--- config.mk ---
export PLATFORM = sky130hd
export DESIGN_NAME = key_press_event_classifier_unit
export DESIGN_NICKNAME = d
export VERILOG_FILES = /design/src/rtl/kpec_pkg.sv /design/src/rtl/kpec_core.sv /design/src/rtl/key_press_event_classifier_unit.sv
export SDC_FILE = /design/constraint.sdc
export NUM_CORES = 1
export LEC_CHECK = 0
export BUFFER_PORTS_ARGS = -buffer_cell sky130_fd_sc_hd__buf_2
export CAP_MARGIN = 20
export CORE_MARGIN = 5
export CORE_UTILIZATION = 23
export CTS_CLUSTER_DIAMETER = 60
export DETAILED_ROUTE_END_ITERATION = 8
export PLACE_DENSITY = 0.37
export SYNTH_ARGS = -nofsm -noshare
export SYNTH_HDL_FRONTEND = slang
export SYNTH_SLANG_ARGS = --single-unit
--- constraint.sdc ---
create_clock -name i_clk -period 8.1 [get_ports i_clk]
set_clock_uncertainty 0.2 [all_clocks]
set_input_delay 1.215 -clock i_clk [delete_from_list [all_inputs] [get_ports i_clk]]
set_output_delay 1.215 -clock i_clk [all_outputs]
set_load 0.005 [all_outputs]
--- src/rtl/kpec_pkg.sv ---
`default_nettype none
// ----------------------------------------------------------------------------
// kpec_pkg
// shared types and constants for the key press event classifier
// ----------------------------------------------------------------------------
package kpec_pkg;

    localparam int COUNT_WIDTH_DEF = 16;
    localparam int THRESH_W        = 16;
    localparam int MODE_W          = 8;
    localparam int CFG_DATA_W      = 16;
    localparam int HOLD_OUT_W      = 16;

    localparam logic [THRESH_W-1:0] THRESHOLD_RESET  = 16'd100;
    localparam logic [MODE_W-1:0]   MODE_LIMIT_RESET = 8'd9;

    typedef enum logic {
        CFG_LONG_THRESHOLD = 1'b0,
        CFG_MODE_LIMIT     = 1'b1
    } t_cfg_index;

    typedef struct packed {
        logic              level;
        logic              standby;
        logic [MODE_W-1:0] mode;
    } t_kpec_state;

    typedef struct packed {
        logic                  just_pressed;
        logic                  just_released;
        logic                  long_holding;
        logic                  long_released;
        logic [HOLD_OUT_W-1:0] hold_count;
        logic [MODE_W-1:0]     current_mode;
        logic                  standby_request;
    } t_kpec_result;

endpackage : kpec_pkg
`default_nettype wire

--- src/rtl/kpec_core.sv ---
`default_nettype none
// ----------------------------------------------------------------------------
// kpec_core
// per-tick update: edge detect, hold count, mode step and standby flag
// ----------------------------------------------------------------------------
module kpec_core
    import kpec_pkg::*;
#(
    parameter int COUNT_WIDTH = COUNT_WIDTH_DEF
) (
    input  wire logic                   i_key_pressed,
    input  wire logic                   i_clear_standby,
    input  wire t_kpec_state            i_state,
    input  wire logic [COUNT_WIDTH-1:0] i_count,
    input  wire logic [THRESH_W-1:0]    i_long_threshold,
    input  wire logic [MODE_W-1:0]      i_mode_limit,
    output t_kpec_state                 o_state,
    output logic [COUNT_WIDTH-1:0]      o_count,
    output t_kpec_result                o_result
);

    localparam int CMP_W = (COUNT_WIDTH > THRESH_W) ? COUNT_WIDTH : THRESH_W;

    logic              rise;
    logic              fall;
    logic              long_hold;
    logic              old_long;
    logic              long_rel;
    logic [CMP_W-1:0]  cnt_ext;
    logic [CMP_W-1:0]  old_ext;
    logic [CMP_W-1:0]  thr_ext;
    logic [MODE_W:0]   mode_inc;
    logic [MODE_W-1:0] mode_next;
    logic              standby_next;

    always_comb begin
        if (!i_key_pressed) begin
            o_count = '0;
        end else if (&i_count) begin
            o_count = i_count;
        end else begin
            o_count = i_count + COUNT_WIDTH'(1);
        end
    end

    assign rise      = i_key_pressed & ~i_state.level;
    assign fall      = ~i_key_pressed & i_state.level;
    assign cnt_ext   = CMP_W'(o_count);
    assign old_ext   = CMP_W'(i_count);
    assign thr_ext   = CMP_W'(i_long_threshold);
    assign long_hold = (cnt_ext >= thr_ext);
    assign old_long  = (old_ext >= thr_ext);
    assign long_rel  = fall & old_long;

    assign mode_inc = {1'b0, i_state.mode} + (MODE_W+1)'(1);

    always_comb begin
        if (fall && !old_long) begin
            if (mode_inc >= {1'b0, i_mode_limit}) begin
                mode_next = '0;
            end else begin
                mode_next = mode_inc[MODE_W-1:0];
            end
        end else begin
            mode_next = i_state.mode;
        end
    end

    assign standby_next = (i_state.standby & ~i_clear_standby) | long_rel;

    always_comb begin
        o_state.level   = i_key_pressed;
        o_state.standby = standby_next;
        o_state.mode    = mode_next;

        o_result.just_pressed    = rise;
        o_result.just_released   = fall;
        o_result.long_holding    = long_hold;
        o_result.long_released   = long_rel;
        o_result.hold_count      = cnt_ext[HOLD_OUT_W-1:0];
        o_result.current_mode    = mode_next;
        o_result.standby_request = standby_next;
    end

endmodule : kpec_core
`default_nettype wire

--- src/rtl/key_press_event_classifier_unit.sv ---
`default_nettype none
// ----------------------------------------------------------------------------
// key_press_event_classifier_unit
// short and long press classifier for one sampled touch key
// ----------------------------------------------------------------------------
// Each input beat is one sampling tick of the key level and gives exactly one
// output beat with press/release edges, long hold and long release flags, the
// saturating hold count, the mode counter and the sticky standby request.
// One beat per clock is sustained: the tick update is a single compare and
// increment stage that feeds the output register, so a beat is accepted every
// cycle while the output register is empty or being drained. The user must
// write configuration through the plain write port while idle (not enforced).
// ----------------------------------------------------------------------------
module key_press_event_classifier_unit
    import kpec_pkg::*;
#(
    parameter int COUNT_WIDTH = COUNT_WIDTH_DEF
) (
    input  wire logic                  i_clk,
    input  wire logic                  i_rst_n,
    input  wire logic                  i_cfg_we,
    input  wire logic                  i_cfg_addr,
    input  wire logic [CFG_DATA_W-1:0] i_cfg_data,
    input  wire logic                  i_valid,
    output logic                       o_ready,
    input  wire logic                  i_key_pressed,
    input  wire logic                  i_clear_standby,
    output logic                       o_valid,
    input  wire logic                  i_ready,
    output logic                       o_just_pressed,
    output logic                       o_just_released,
    output logic                       o_long_holding,
    output logic                       o_long_released,
    output logic [HOLD_OUT_W-1:0]      o_hold_count,
    output logic [MODE_W-1:0]          o_current_mode,
    output logic                       o_standby_request
);

    logic [THRESH_W-1:0]    r_long_threshold;
    logic [MODE_W-1:0]      r_mode_limit;
    t_kpec_state            r_state;
    t_kpec_state            n_state;
    logic [COUNT_WIDTH-1:0] r_count;
    logic [COUNT_WIDTH-1:0] n_count;
    t_kpec_result           r_result;
    t_kpec_result           n_result;
    logic                   r_out_valid;
    logic                   accept;
    t_cfg_index             cfg_idx;

    assign cfg_idx = t_cfg_index'(i_cfg_addr);
    assign o_ready = ~r_out_valid | i_ready;
    assign accept  = i_valid & o_ready;

    kpec_core #(
        .COUNT_WIDTH (COUNT_WIDTH)
    ) u_core (
        .i_key_pressed    (i_key_pressed),
        .i_clear_standby  (i_clear_standby),
        .i_state          (r_state),
        .i_count          (r_count),
        .i_long_threshold (r_long_threshold),
        .i_mode_limit     (r_mode_limit),
        .o_state          (n_state),
        .o_count          (n_count),
        .o_result         (n_result)
    );

    always_ff @(posedge i_clk) begin
        if (!i_rst_n) begin
            r_long_threshold <= THRESHOLD_RESET;
            r_mode_limit     <= MODE_LIMIT_RESET;
        end else if (i_cfg_we) begin
            case (cfg_idx)
                CFG_LONG_THRESHOLD: r_long_threshold <= i_cfg_data[THRESH_W-1:0];
                CFG_MODE_LIMIT:     r_mode_limit     <= i_cfg_data[MODE_W-1:0];
                default: ;
            endcase
        end
    end

    always_ff @(posedge i_clk) begin
        if (!i_rst_n) begin
            r_state     <= '0;
            r_count     <= '0;
            r_out_valid <= 1'b0;
        end else begin
            if (accept) begin
                r_state <= n_state;
                r_count <= n_count;
            end
            r_out_valid <= accept | (r_out_valid & ~i_ready);
        end
    end

    // result payload
    always_ff @(posedge i_clk) begin
        if (accept) begin
            r_result <= n_result;
        end
    end

    assign o_valid           = r_out_valid;
    assign o_just_pressed    = r_result.just_pressed;
    assign o_just_released   = r_result.just_released;
    assign o_long_holding    = r_result.long_holding;
    assign o_long_released   = r_result.long_released;
    assign o_hold_count      = r_result.hold_count;
    assign o_current_mode    = r_result.current_mode;
    assign o_standby_request = r_result.standby_request;

    a_edges_exclusive: assert property (@(posedge i_clk) disable iff (!i_rst_n)
        o_valid |-> !(o_just_pressed && o_just_released))
        else $error("press and release edge in one beat");

    a_long_rel_is_release: assert property (@(posedge i_clk) disable iff (!i_rst_n)
        (o_valid && o_long_released) |-> (o_just_released && o_standby_request))
        else $error("long release without release edge or standby");

    a_release_clears_count: assert property (@(posedge i_clk) disable iff (!i_rst_n)
        (accept && !i_key_pressed) |=> (r_count == '0 && !r_state.level))
        else $error("hold count not cleared on release");

    a_press_starts_count: assert property (@(posedge i_clk) disable iff (!i_rst_n)
        (o_valid && o_just_pressed) |-> (o_hold_count == HOLD_OUT_W'(1)))
        else $error("hold count not one on press edge");

endmodule : key_press_event_classifier_unit
`default_nettype wire

==> Word-level counts from Yosys, hierarchy flattened <==
Cells that the tools add are included.
{ "totals": {"reg_bits": 80, "inputBits": 24, "output_inout_bits": 31, "elab_cells": 43} }
{ "op_classes": {"addsub": 2, "n_lt_le_gt_ge": 3, "muxes": 4, "bitwise": 15, "reduce_logical": 5} }
{ "op_table": {"columns": ["op", "n"], "rows": [
  ["$ge 16x16->1", 2],
  ["$mux 16", 2],
  ["$add 16x1->16 const B", 1],
  ["$mux 8", 2],
  ["$reduce_and 16->1", 1],
  ["$add 8x1->9 const B", 1],
  ["$ge 9x8->1", 1],
  ["$and 1x1->1", 6],
  ["$not 1->1", 6],
  ["$reduce_and 2->1", 2],
  ["$or 1x1->1", 3],
  ["$logic_and 1x1->1", 1],
  ["$logic_not 1->1", 1]
]} }

==> Depth between registers and ports, before layout <==
Gate-level depths: netlist of the first run.
{ "logic_depth": {"depth_word": 4, "ltp_mapped": 14, "ltp_nobuf": 13} }

==> Cells and area by module <==
A second synthesis of the first run with hierarchy kept.
{ "unflattened": {"cells_unflattened": 510, "hier_area_um2": 4722.0} }
{ "by_module_without_submodules": {"columns": ["module", "instances", "cells_each", "area_per_inst_um2"], "rows": [
  ["key_press_event_classifier_unit", 1, 254, 2880.3],
  ["kpec_core", 1, 256, 1841.8]
]} }

==> Worst setup path before layout of the first run <==
OpenSTA, ideal clock, no wires.
{ "synth_path": {"path_type": "flip-flop to flip-flop", "from": "reg r_state[0] (netlist bit)", "to": "reg r_state[1] (netlist bit)", "setup_ns": 0.092, "arrival_time_ns": 3.097, "t_required_ns": 7.808, "slack_ns": 4.710, "path_stages_with_launch": 13, "period_less_slack_ns": 3.390, "cell_sequence": "dfxtp_1 > ha_1 > nand3_1 > or2_2 > buf_2 > xnor2_1 > ha_1 > a2111oi_4 > o211ai_2 > a2bb2oi_2 > or3b_1 > buf_6 > o32ai_1"} }
{ "synth_via": {"elab_chain_cells": 4} }
{ "synth_rtl": {"columns": ["item", "line_no", "source"], "rows": [
  ["from (decl)", "key_press_event_classifier_unit.sv:41", "t_kpec_state r_state;"],
  ["from (signal assigned)", "key_press_event_classifier_unit.sv:89", "r_state <= n_state;"],
  ["$add 8x1->9 *", "kpec_core.sv:55", "assign mode_inc = {1'b0, i_state.mode} + (MODE_W+1)'(1);"],
  ["$ge 9x8->1", "kpec_core.sv:59", "if (mode_inc >= {1'b0, i_mode_limit}) begin"],
  ["$mux 8 *", "kpec_core.sv:59", null],
  ["$mux 8 *", "kpec_core.sv:58", "if (fall && !old_long) begin"]
]} }
Mark *: on every way between the ends. The rest lies on a longest branch, timed or not.
A chain may end at the register's enable or synchronous reset.

==> results of run 1 <==
final timing paths:
kind / endpoint / slack, ns / cells after the start
worst min-delay path: r_long_threshold[4]$_SDFFE_PN0P_ / 0.25 / 2
worst max-delay path: o_long_holding$_DFFE_PP_ / 4.29 / 14
worst max register to register: o_long_holding$_DFFE_PP_ / 4.29 / 14
worst min register to register: r_long_threshold[4]$_SDFFE_PN0P_ / 0.25 / 2
cells in the final DEF, fill, tap and decap left out, drive strengths merged, types with 2 or more instances in the layout:
master,synthesis,layout
nand2,97,97
buf,7,59
a21oi,51,51
dfxtp,51,51
ha,42,42
inv,37,37
edfxtp,29,29
nor2,27,27
nand3,20,20
o21ai,18,18
nor3,10,10
clkbuf,17,10
nand4,9,9
and3,8,8
xor2,8,8
a21o,8,8
nand2b,8,8
o211ai,7,7
xnor2,6,6
o32ai,6,6
or3,5,5
a211oi,5,5
o31ai,5,5
o21a,4,4
a31oi,4,4
clkinv,0,4
nor4,4,4
or2,3,3
o22ai,3,3
and2,2,2
o211a,2,2
a2111oi,2,2
a22o,2,2
nor2b,2,2
clkinvlp,0,2
nand3b,2,2
cell type report:
class                      count  area (um2)  area share
inverter                      37       138.9     0.02568
sequential                    80        1892      0.3498
multi-input combinational    380        2465      0.4557
tap                          265       331.6     0.06130
clock inverter                 6       35.03    0.006477
timing repair buffer          59       307.8     0.05690
clock buffer                  10       239.0     0.04418
worst min-delay path: cells and delay by family (launching register included):
family,cells,cell delay [ns]
AOI/OAI and AO/OA,1,0.05
and+or+nand+nor,1,0.05
DFF,1,0.31
per-stage QoR:
step	setup WS, ns	total power, W
after global routing	4.020	0.0009516
after floorplan	4.710	0.0004950
after detailed placement	4.254	0.0005311
after global placement	4.311	0.0005301
after CTS	4.224	0.0009233
final	4.290	0.0009036
power groups by stage:
stage          Clock, W  Combinational (W)  Sequential [W]
3_5_place_dp          0          0.0000851        0.000446
2_1_floorplan         0          0.0000498        0.000445
4_1_cts        0.000401          0.0000855        0.000437
5_1_grt        0.000418          0.0000950        0.000438
3_3_place_gp          0          0.0000842        0.000446
6_report       0.000384          0.0000832        0.000437
flip-flops by register name (all words and copies together) (netlist names):
| signal | count |
|---|---|
| o_current_mode | 8 |
| o_hold_count | 16 |
| o_just_pressed | 1 |
| o_just_released | 1 |
| o_long_holding | 1 |
| o_long_released | 1 |
| o_standby_request | 1 |
| o_valid | 1 |
| r_count | 16 |
| r_long_threshold | 16 |
| r_mode_limit | 8 |
| r_state | 10 |
cell families after synthesis:
family	count (synthesis)
AO/OA/AOI/OAI	121
XOR/XNOR	14
adder cells (fa/ha/maj)	42
buffers and inverters	61
flip-flops	80
multiplexers	1
AND/OR/NAND/NOR	202
per-layer routing:
layer / GRT usage / vias to the layer above
met2: 0.1567 / 84
met5: 0 / -
met4: 0.04216 / 0
met1: 0.1880 / 1736
li1: - / 1942
met3: 0.02035 / 11
==> metrics.yaml, run 1 <==
placement:
  place_area_um2: 5135
  dp_cells: 821
  port_buffers: 54
  gp_congestion: 0.8017
  hpwl_um: 9740
setup_path:
  cp-start-kind: "register"
  critPathLaunch: "r_count[0]$_SDFFE_PN0P_"
  path_buf_inv: 1
  critPathArrivalTime_ns: 3.71
  crit_path_max_incr_delay_ns: 0.50
  crit_type: "reg -> reg"
  cp_top_family: "simple AND/OR/NAND/NOR gates"
  cp_cell_sequence: "ha_1, and3_1, nand3_2, nor4_2, buf_4, xnor2_1, nand2_1, ha_1, nand2b_1, a21o_1, a21o_1, a21oi_1, o21ai_0, a41o_1"
  cp_max_fo: 12
  crit_path_top_delay_cell: "dfxtp_1"
  reg2reg_from: "r_count[0]$_SDFFE_PN0P_"
  crit_path_end_kind: "register"
  cp_data_required_time_ns: 8.00
floorplan:
  io_pins: 55
  core-area_um2: 19590
  die_h_um: 151.4
  start_util: 0.2348
  row_count: 51
  die_w_um: 151.4
  dieArea_um2: 22930
synthesis:
  syn_inst: 521
  mappedNetlistNets: 587
  synth_warnings: 0
  syn_area_per_cell_um2: 8.830
  synth_area_leaders: "dfxtp_1 (22%), edfxtp_1 (19%), ha_1 (11%)"
  ys_seq_area_frac: 0.4112
  synth-compound-area-share: 0.1784
  synth_simple_gate_area_frac: 0.2143
  syn-cell-area_um2: 4601
  synth-xor-area-share: 0.02665
  yosys-top-cells-count: "nand2_1 (97), a21oi_1 (51), dfxtp_1 (51)"
  synth_top_family_by_area: "simple AND/OR/NAND/NOR gates"
  synth_edf_count: 29
  ys_types: 57
  muxShareOfSynthArea: 0.002176
  post-synth-top-area-cell: "dfxtp_1"
  synth_top_area_share: 0.2219
  synth_flop_cell: "dfxtp_1"
  async_reset_ff_frac: 0
  synthAdderAreaFrac: 0.1142
  ys_ff_latch: 80
  synth_most_common_cell: "nand2_1"
finish:
  fillCellCount: 2110
  fin_util: 0.2761
  drive_above_1_share: 0.1608
  n_antenna_cell: 0
  finalNonFillerCells: 837
  finalInstanceArea_um2: 5409
  final_nets: 633
  area_growth_pct: 17.57
detailed_routing:
  dr.pass1.iters: 4
  wire_per_inst_um: 15.75
  met2_length_um: 5163
  viasPerCell: 4.508
  highest_layer: "met4"
  dr_total_vias: 3773
  dr_wl_met3_um: 624
  route.detailed.drc: 0
  ant_nets: 0
  drt_iter0_drc: 302
  wirelength_met1_um: 7247
  routed_wl_um: 13180
power_and_ir_drop:
  p_per_area_nw_per_um2: 167.0
  intPower_w: 0.0006730
  p_sw_w: 0.0002305
  ir_drop_uv: 92.47
  clkPwrFrac: 0.424
  power_frac_comb: 0.092
  p_leak_nw: 2.157
  swShare: 0.2552
  share_seq_of_total_power: 0.483
sta:
  rsz0062_at_grt: "no"
  fin_crit_ns: 3.810
  relSlewSlack: 0.6031
  drv_slew: 0
  setup_viol: 0
  hold_ws_ns: 0.2539
  finalCritPeriodShare: 0.4703
  hold_viol: 0
  clock.fmax_mhz: 262.5
  finalSetupTns_ns: 0
  tightest_slew_ns: 0.5954
clocking:
  cts_root_buf: "clkbuf_16"
  cts_setup_buffers: 0
  clk_path_buf_depth: 2
  insertion_delay_ns: 0.34
  cts_tree: "yes"
  clkSinkCount: 80
  cts.clk_slew.worst_paths_ns: 0.06
  cts_resized: 0
  ctsHtreeMaxLevel: 3
  numCtsBuffers: 9
  hold_buffers: 0
grt:
  grt_first_pass_wirelength_um: 20780
  grtUsageTotal: 0.1186
  grt_pass1_vias: 3617
  grt_max_degree: 41
  grt-ovfl-total: 0
  antenna_found_initial: 0
job:
  max_cap_violations: 0
worst_hold_path:
  hold_class: "reg -> reg"
  min-delay-start: "r_long_threshold[4]$_SDFFE_PN0P_"
run_status:
  status: "complete, no violations"
Power figures use the tool's default switching activity.
==> inputs of run 2 (changes only) <==
==> constraint.sdc (replaced) <==
create_clock -name i_clk -period 3.81 [get_ports i_clk]
set_clock_uncertainty 0.2 [all_clocks]
set_input_delay 0.5715 -clock i_clk [delete_from_list [all_inputs] [get_ports i_clk]]
set_output_delay 0.5715 -clock i_clk [all_outputs]
set_load 0.005 [all_outputs]
==> run 2 against run 1 <==
  * Combinational power rose by 120%
  * Via count rose by 3.9%
  * Global-route usage rose by 0.11 points
  * First-iteration DRC count rose by 8.3%
  * Fmax rose by 6.6%
  * Sequential share of layout area fell by 0.85 points
  * Critical path depth fell by 2
  * Worst setup slack got worse by 4.1 ns
  * Cell area rose by 2.5%
  * Critical path type unchanged
  * Largest cell class unchanged
  * Highest routed layer unchanged
==> metrics.yaml, run 2 (same netlist as run 1, synthesis figures left out) <==
floorplan:
  die_w_um: 151.4  # unchanged
  row_count: 51  # unchanged
  die_h_um: 151.4  # unchanged
  start_util: 0.2348  # unchanged
  core-area_um2: 19590  # unchanged
  dieArea_um2: 22930  # unchanged
  io_pins: 55  # unchanged
sta:
  hold_ws_ns: 0.2537  # -0.0002360 ns
  tightest_slew_ns: 0.5631  # -0.03229 ns
  finalCritPeriodShare: 0.9380  # +0.4677
  rsz0062_at_grt: "no"
  finalSetupTns_ns: 0  # unchanged
  relSlewSlack: 0.6246  # +0.02153
  fin_crit_ns: 3.574  # -0.2360 ns
  setup_viol: 0  # unchanged
  clock.fmax_mhz: 279.8  # +6.6%
  drv_slew: 0  # unchanged
  hold_viol: 0  # unchanged
detailed_routing:
  dr_wl_met3_um: 702  # +13%
  routed_wl_um: 13500  # +2.4%
  viasPerCell: 4.627  # +2.6%
  highest_layer: "met4"
  dr.pass1.iters: 5  # +1
  wirelength_met1_um: 7234  # -0.18%
  drt_iter0_drc: 327  # +8.3%
  wire_per_inst_um: 15.94  # +1.2%
  ant_nets: 0  # unchanged
  dr_total_vias: 3919  # +3.9%
  met2_length_um: 5334  # +3.3%
  route.detailed.drc: 0  # unchanged
clocking:
  cts.clk_slew.worst_paths_ns: 0.06  # about the same
  clkSinkCount: 80  # unchanged
  cts_root_buf: "clkbuf_16"
  clk_path_buf_depth: 2  # unchanged
  ctsHtreeMaxLevel: 3  # unchanged
  hold_buffers: 0  # unchanged
  numCtsBuffers: 9  # unchanged
  insertion_delay_ns: 0.34  # about the same
  cts_tree: "yes"
setup_path:
  crit_path_end_kind: "register"
  cp-start-kind: "register"
  r2r_cells: 12  # -2
  crit_end: "o_long_holding$_DFFE_PP_"
  reg2reg_to: "o_long_holding$_DFFE_PP_"
  critPathLaunch: "r_count[1]$_SDFFE_PN0P_"
  cp_data_required_time_ns: 3.71  # -4.29 ns
  critPathArrivalTime_ns: 3.47  # -0.24 ns
  rrSetupSlack_ns: 0.24  # -4.05 ns
  crit_type: "reg -> reg"
  cp_max_fo: 13  # +1
  reg2reg_from: "r_count[1]$_SDFFE_PN0P_"
finish:
  drive_above_1_share: 0.1735  # +0.01270
  final_nets: 643  # +1.6%
  final_cell_mix: "nand2_1 (97), buf_2 (54), a21oi_1 (51), dfxtp_1 (51), ha_1 (42)"
  fin_util: 0.2830  # +0.006897
  n_antenna_cell: 0  # unchanged
  fillCellCount: 2145  # +1.7%
  area_growth_pct: 20.51
  mostFrequentLayoutCell: "nand2_1"
  finalNonFillerCells: 847  # +1.2%
placement:
  hpwl_um: 9974  # +2.4%
  port_buffers: 54  # unchanged
  dp_cells: 831  # +1.2%
  gp_congestion: 0.8031  # +0.17%
job:
  max_cap_violations: 0  # unchanged
grt:
  grt_first_pass_wirelength_um: 20880  # +0.47%
  grtUsageTotal: 0.1196  # +0.001068
  grt-ovfl-total: 0  # unchanged
  grt_pass1_vias: 3694  # +2.1%
  grt_max_degree: 40  # -2.4%
  antenna_found_initial: 0  # unchanged
power_and_ir_drop:
  p_per_area_nw_per_um2: 377.1  # +130%
  p_leak_nw: 2.229  # +3.3%
  ir_drop_uv: 230.7  # +150%
  p_total_w: 0.002090  # +130%
worst_hold_path:
  hold_class: "reg -> reg"
  min-delay-start: "r_long_threshold[8]$_SDFFE_PN0P_"
run_status:
  status: "complete, no violations"
-- run 2: cell types whose count changed in the layout (fill, tap and decap cells not counted), moves of 2 or more --
cell,before,now
clkinv_2,4,0
bufinv_16,0,2
buf_4,5,15
clkbuf_1,0,2
-- run 2: critical path, cell delays in order, from the launching register on --
cell      delay [ns]
dfxtp_1         0.43
ha_1            0.26
and3_1          0.22
nand3_2         0.14
or4_4           0.55
and3_1          0.21
nor3_1          0.30
ha_1            0.32
nand4_1         0.16
nor2_1          0.09
a21oi_1         0.13
o211ai_1        0.11
a41o_1          0.22
-- run 2: worst min path at each step --
stage                                        end  depth (start not counted)
3_5_place_dp    r_long_threshold[8]$_SDFFE_PN0P_                          2
6_report        r_long_threshold[8]$_SDFFE_PN0P_                          2
4_1_cts        r_long_threshold[12]$_SDFFE_PN0P_                          3
3_3_place_gp    r_long_threshold[3]$_SDFFE_PN0P_                          2
2_1_floorplan  r_long_threshold[10]$_SDFFE_PN0P_                          2
5_1_grt        r_long_threshold[12]$_SDFFE_PN0P_                          3
-- run 2: metrics by stage --
stage                     setup WS (ns)  cell area, um2
after floorplan                  0.4205            4601
after global placement           0.2815            5210
after detailed placement         0.1928            5210
after CTS                        0.1674            5542
after global routing            0.01058            5544
final                            0.2363            5544
-- run 2: routing by layer --
| layer | global-route usage | vias up |
|---|---|---|
| met2 | 0.1636 | 104 |
| met4 | 0.04624 | 0 |
| met1 | 0.1849 | 1839 |
| li1 | - | 1963 |
| met3 | 0.01855 | 13 |
| met5 | 0 | - |
-- run 2: area by class of cell --
| type | instances | area, um2 | area share |
|---|---|---|---|
| Tap cell | 265 | 331.6 | 0.05981 |
| Clock inverter | 4 | 73.82 | 0.01332 |
| Inverter | 37 | 138.9 | 0.02505 |
| Multi-Input combinational cell | 380 | 2467 | 0.4450 |
| Timing Repair Buffer | 69 | 382.9 | 0.06906 |
| Sequential cell | 80 | 1892 | 0.3412 |
| Clock buffer | 12 | 257.7 | 0.04649 |
-- run 2: what timing repair did --
action | in CTS | in global routing
setup buffers | 0 | 0
setup endpoints to repair | 0 | 3
resized for setup | 0 | 1
-- run 2: where the power goes --
part / switching, W / total (W) / internal (W)
combinational: 0.000121 / 0.000186 / 0.0000650
sequential: 0.0000114 / 0.000927 / 0.000915
clock: 0.000363 / 0.000978 / 0.000615
==> inputs of run 3 (changes only) <==
--- a/config.mk
+++ b/config.mk
@@ -11,7 +11,7 @@
 export CORE_UTILIZATION = 23
 export CTS_CLUSTER_DIAMETER = 60
 export DETAILED_ROUTE_END_ITERATION = 8
-export PLACE_DENSITY = 0.37
+export PLACE_DENSITY = 0.39
 export SYNTH_ARGS = -nofsm -noshare
 export SYNTH_HDL_FRONTEND = slang
 export SYNTH_SLANG_ARGS = --single-unit
==> run 3 against run 2 <==
  * Clock power decreased by 12%
  * Non-clock buffer count unchanged
  * Routed wire length shrank 1.7%
  * Critical path type unchanged
==> metrics.yaml, run 3 (same netlist as run 1, synthesis figures left out) <==
run_status:
  status: "complete, no violations"
sta:
  fin_crit_ns: 3.580  # +0.006278 ns
  tightest_slew_ns: 0.5852  # +0.02205 ns
  hold_viol: 0  # unchanged
  drv_slew: 0  # unchanged
  setup_viol: 0  # unchanged
  finalSetupTns_ns: 0  # unchanged
  relSlewSlack: 0.6099  # -0.01470
  rsz0062_at_grt: "no"
  clock.fmax_mhz: 279.3  # -0.18%
  finalCritPeriodShare: 0.9396  # +0.001648
detailed_routing:
  ant_nets: 0  # unchanged
  drt_iter0_drc: 243  # -26%
  viasPerCell: 4.561  # -1.4%
  dr_total_vias: 3863  # -1.4%
  dr.pass1.iters: 4  # -1
  routed_wl_um: 13270  # -1.7%
  wire_per_inst_um: 15.67  # -1.7%
  route.detailed.drc: 0  # unchanged
placement:
  port_buffers: 54  # unchanged
  hpwl_um: 9634  # -3.4%
  place_area_um2: 5202  # -0.14%
  gp_congestion: 0.7992  # -0.49%
power_and_ir_drop:
  p_total_w: 0.001975  # -5.5%
  p_leak_nw: 2.234  # +0.22%
  p_per_area_nw_per_um2: 358.0  # -5.1%
  power_frac_comb: 0.094  # +0.005
  clkPwrFrac: 0.437  # -0.031
  swShare: 0.2488  # +0.01203
  p_sw_w: 0.0004913  # -0.72%
  share_seq_of_total_power: 0.469  # +0.026
  ir_drop_uv: 203.8  # -12%
  intPower_w: 0.001484  # -7.0%
finish:
  fillCellCount: 2147  # +0.093%
  area_growth_pct: 19.91
  mostFrequentLayoutCell: "nand2_1"
  final_cell_mix: "nand2_1 (97), buf_2 (54), a21oi_1 (51)"
  n_antenna_cell: 0  # unchanged
  drive_above_1_share: 0.1735  # unchanged
  finalInstanceArea_um2: 5517  # -0.50%
  final_nets: 643  # unchanged
clocking:
  cts.clk_slew.worst_paths_ns: 0.07  # about the same
  cts_root_buf: "clkbuf_16"
  insertion_delay_ns: 0.35  # about the same
  numCtsBuffers: 9  # unchanged
  cts_tree: "yes"
  clkSinkCount: 80  # unchanged
  ctsHtreeMaxLevel: 3  # unchanged
  clk_path_buf_depth: 2  # unchanged
  hold_buffers: 0  # unchanged
setup_path:
  critPathArrivalTime_ns: 3.49  # +0.02 ns
  crit_path_end_kind: "register"
  cp-start-kind: "register"
  cp_data_required_time_ns: 3.72  # about the same
  crit_type: "reg -> reg"
  cp_max_fo: 8  # -5
grt:
  grt_pass1_vias: 3784  # +2.4%
  grt-ovfl-total: 0  # unchanged
  grtUsageTotal: 0.1204  # +0.0007589
  grt_first_pass_wirelength_um: 21270  # +1.9%
  grt_max_degree: 39  # -2.5%
  antenna_found_initial: 0  # unchanged
floorplan:
  core-area_um2: 19590  # unchanged
  die_w_um: 151.4  # unchanged
  io_pins: 55  # unchanged
  dieArea_um2: 22930  # unchanged
  start_util: 0.2348  # unchanged
  die_h_um: 151.4  # unchanged
  row_count: 51  # unchanged
worst_hold_path:
  hold_class: "in -> reg"
job:
  max_cap_violations: 0  # unchanged
[run 3: cell types whose count changed in the layout (fill, tap and decap cells not counted)]
cell,change
clkinv_2,+3
bufinv_16,-1
inv_4,-1
clkinv_1,+1
dfxtp_2,+1
nor4_4,+1
buf_4,-1
buf_12,+1
dfxtp_1,-1
clkbuf_16,-1
nor4_2,-1
clkinvlp_4,-1
[run 3: cell type report]
cell class	instances	area [um2]	area share
inverters	37	138.9	0.02518
repair buffers	69	395.4	0.07167
flip-flops and latches	80	1893	0.3432
multi-input cells	380	2476	0.4489
well taps	265	331.6	0.06010
clock inverters	5	48.80	0.008846
clock buffers	11	232.7	0.04219
[run 3: per-layer routing]
layer / GRT usage / share of wire
met1: 0.1795 / 0.54
met2: 0.1669 / 0.40
met3: 0.02244 / 0.041
met4: 0.05258 / 0.019
met5: 0 / 0
[run 3: path summary, 6_finish.rpt]
kind | from | to | slack (ns) | depth (start not counted)
max reg2reg | r_count[1]$_SDFFE_PN0P_ | o_long_holding$_DFFE_PP_ | 0.23 | 13
max | r_count[1]$_SDFFE_PN0P_ | o_long_holding$_DFFE_PP_ | 0.23 | 13
min reg2reg | r_long_threshold[11]$_SDFFE_PN0P_ | r_long_threshold[11]$_SDFFE_PN0P_ | 0.26 | 2
min | i_cfg_data[8] | r_long_threshold[8]$_SDFFE_PN0P_ | 0.25 | 3
[run 3: power groups by stage]
stage / Clock, W / Combinational (W) / Sequential [W]
finish: 0.000862 / 0.000185 / 0.000927
global route: 0.000922 / 0.000210 / 0.000930
CTS: 0.000894 / 0.000188 / 0.000927
detailed placement: 0 / 0.000187 / 0.000946
global placement: 0 / 0.000186 / 0.000946
floorplan: 0 / 0.000106 / 0.000947
[run 3: metrics by stage]
stage | setup slack (ns) | util | cells | hold WS [ns]
2_1_floorplan | 0.4205 | - | 521 | 0.2363
3_5_place_dp | 0.1987 | 0.2656 | 830 | 0.2489
3_3_place_gp | 0.2901 | 0.2656 | 830 | 0.2493
4_1_cts | 0.1895 | 0.2799 | 846 | 0.2395
5_1_grt | 0.04828 | 0.2816 | 847 | 0.2574
6_report | 0.2300 | 0.2816 | 847 | 0.2534
[run 3: what timing repair did]
item / 4_1_cts / 5_1_grt
gates resized for setup: 0 / 3
buffers inserted: 0 / 1
setup endpoints to repair: 0 / 2
[run 3: worst max-delay path, stage by stage, from the launching register on]
cell and delay [ns]:
dfxtp_2 0.38, ha_1 0.23, and3_1 0.23, nand3_2 0.17, or4_4 0.63, nand3_1 0.16
xor2_1 0.16, nor2_1 0.08, ha_1 0.31, a21o_1 0.18, a21o_1 0.17, a21oi_1 0.14
o211ai_1 0.09, a41o_1 0.22
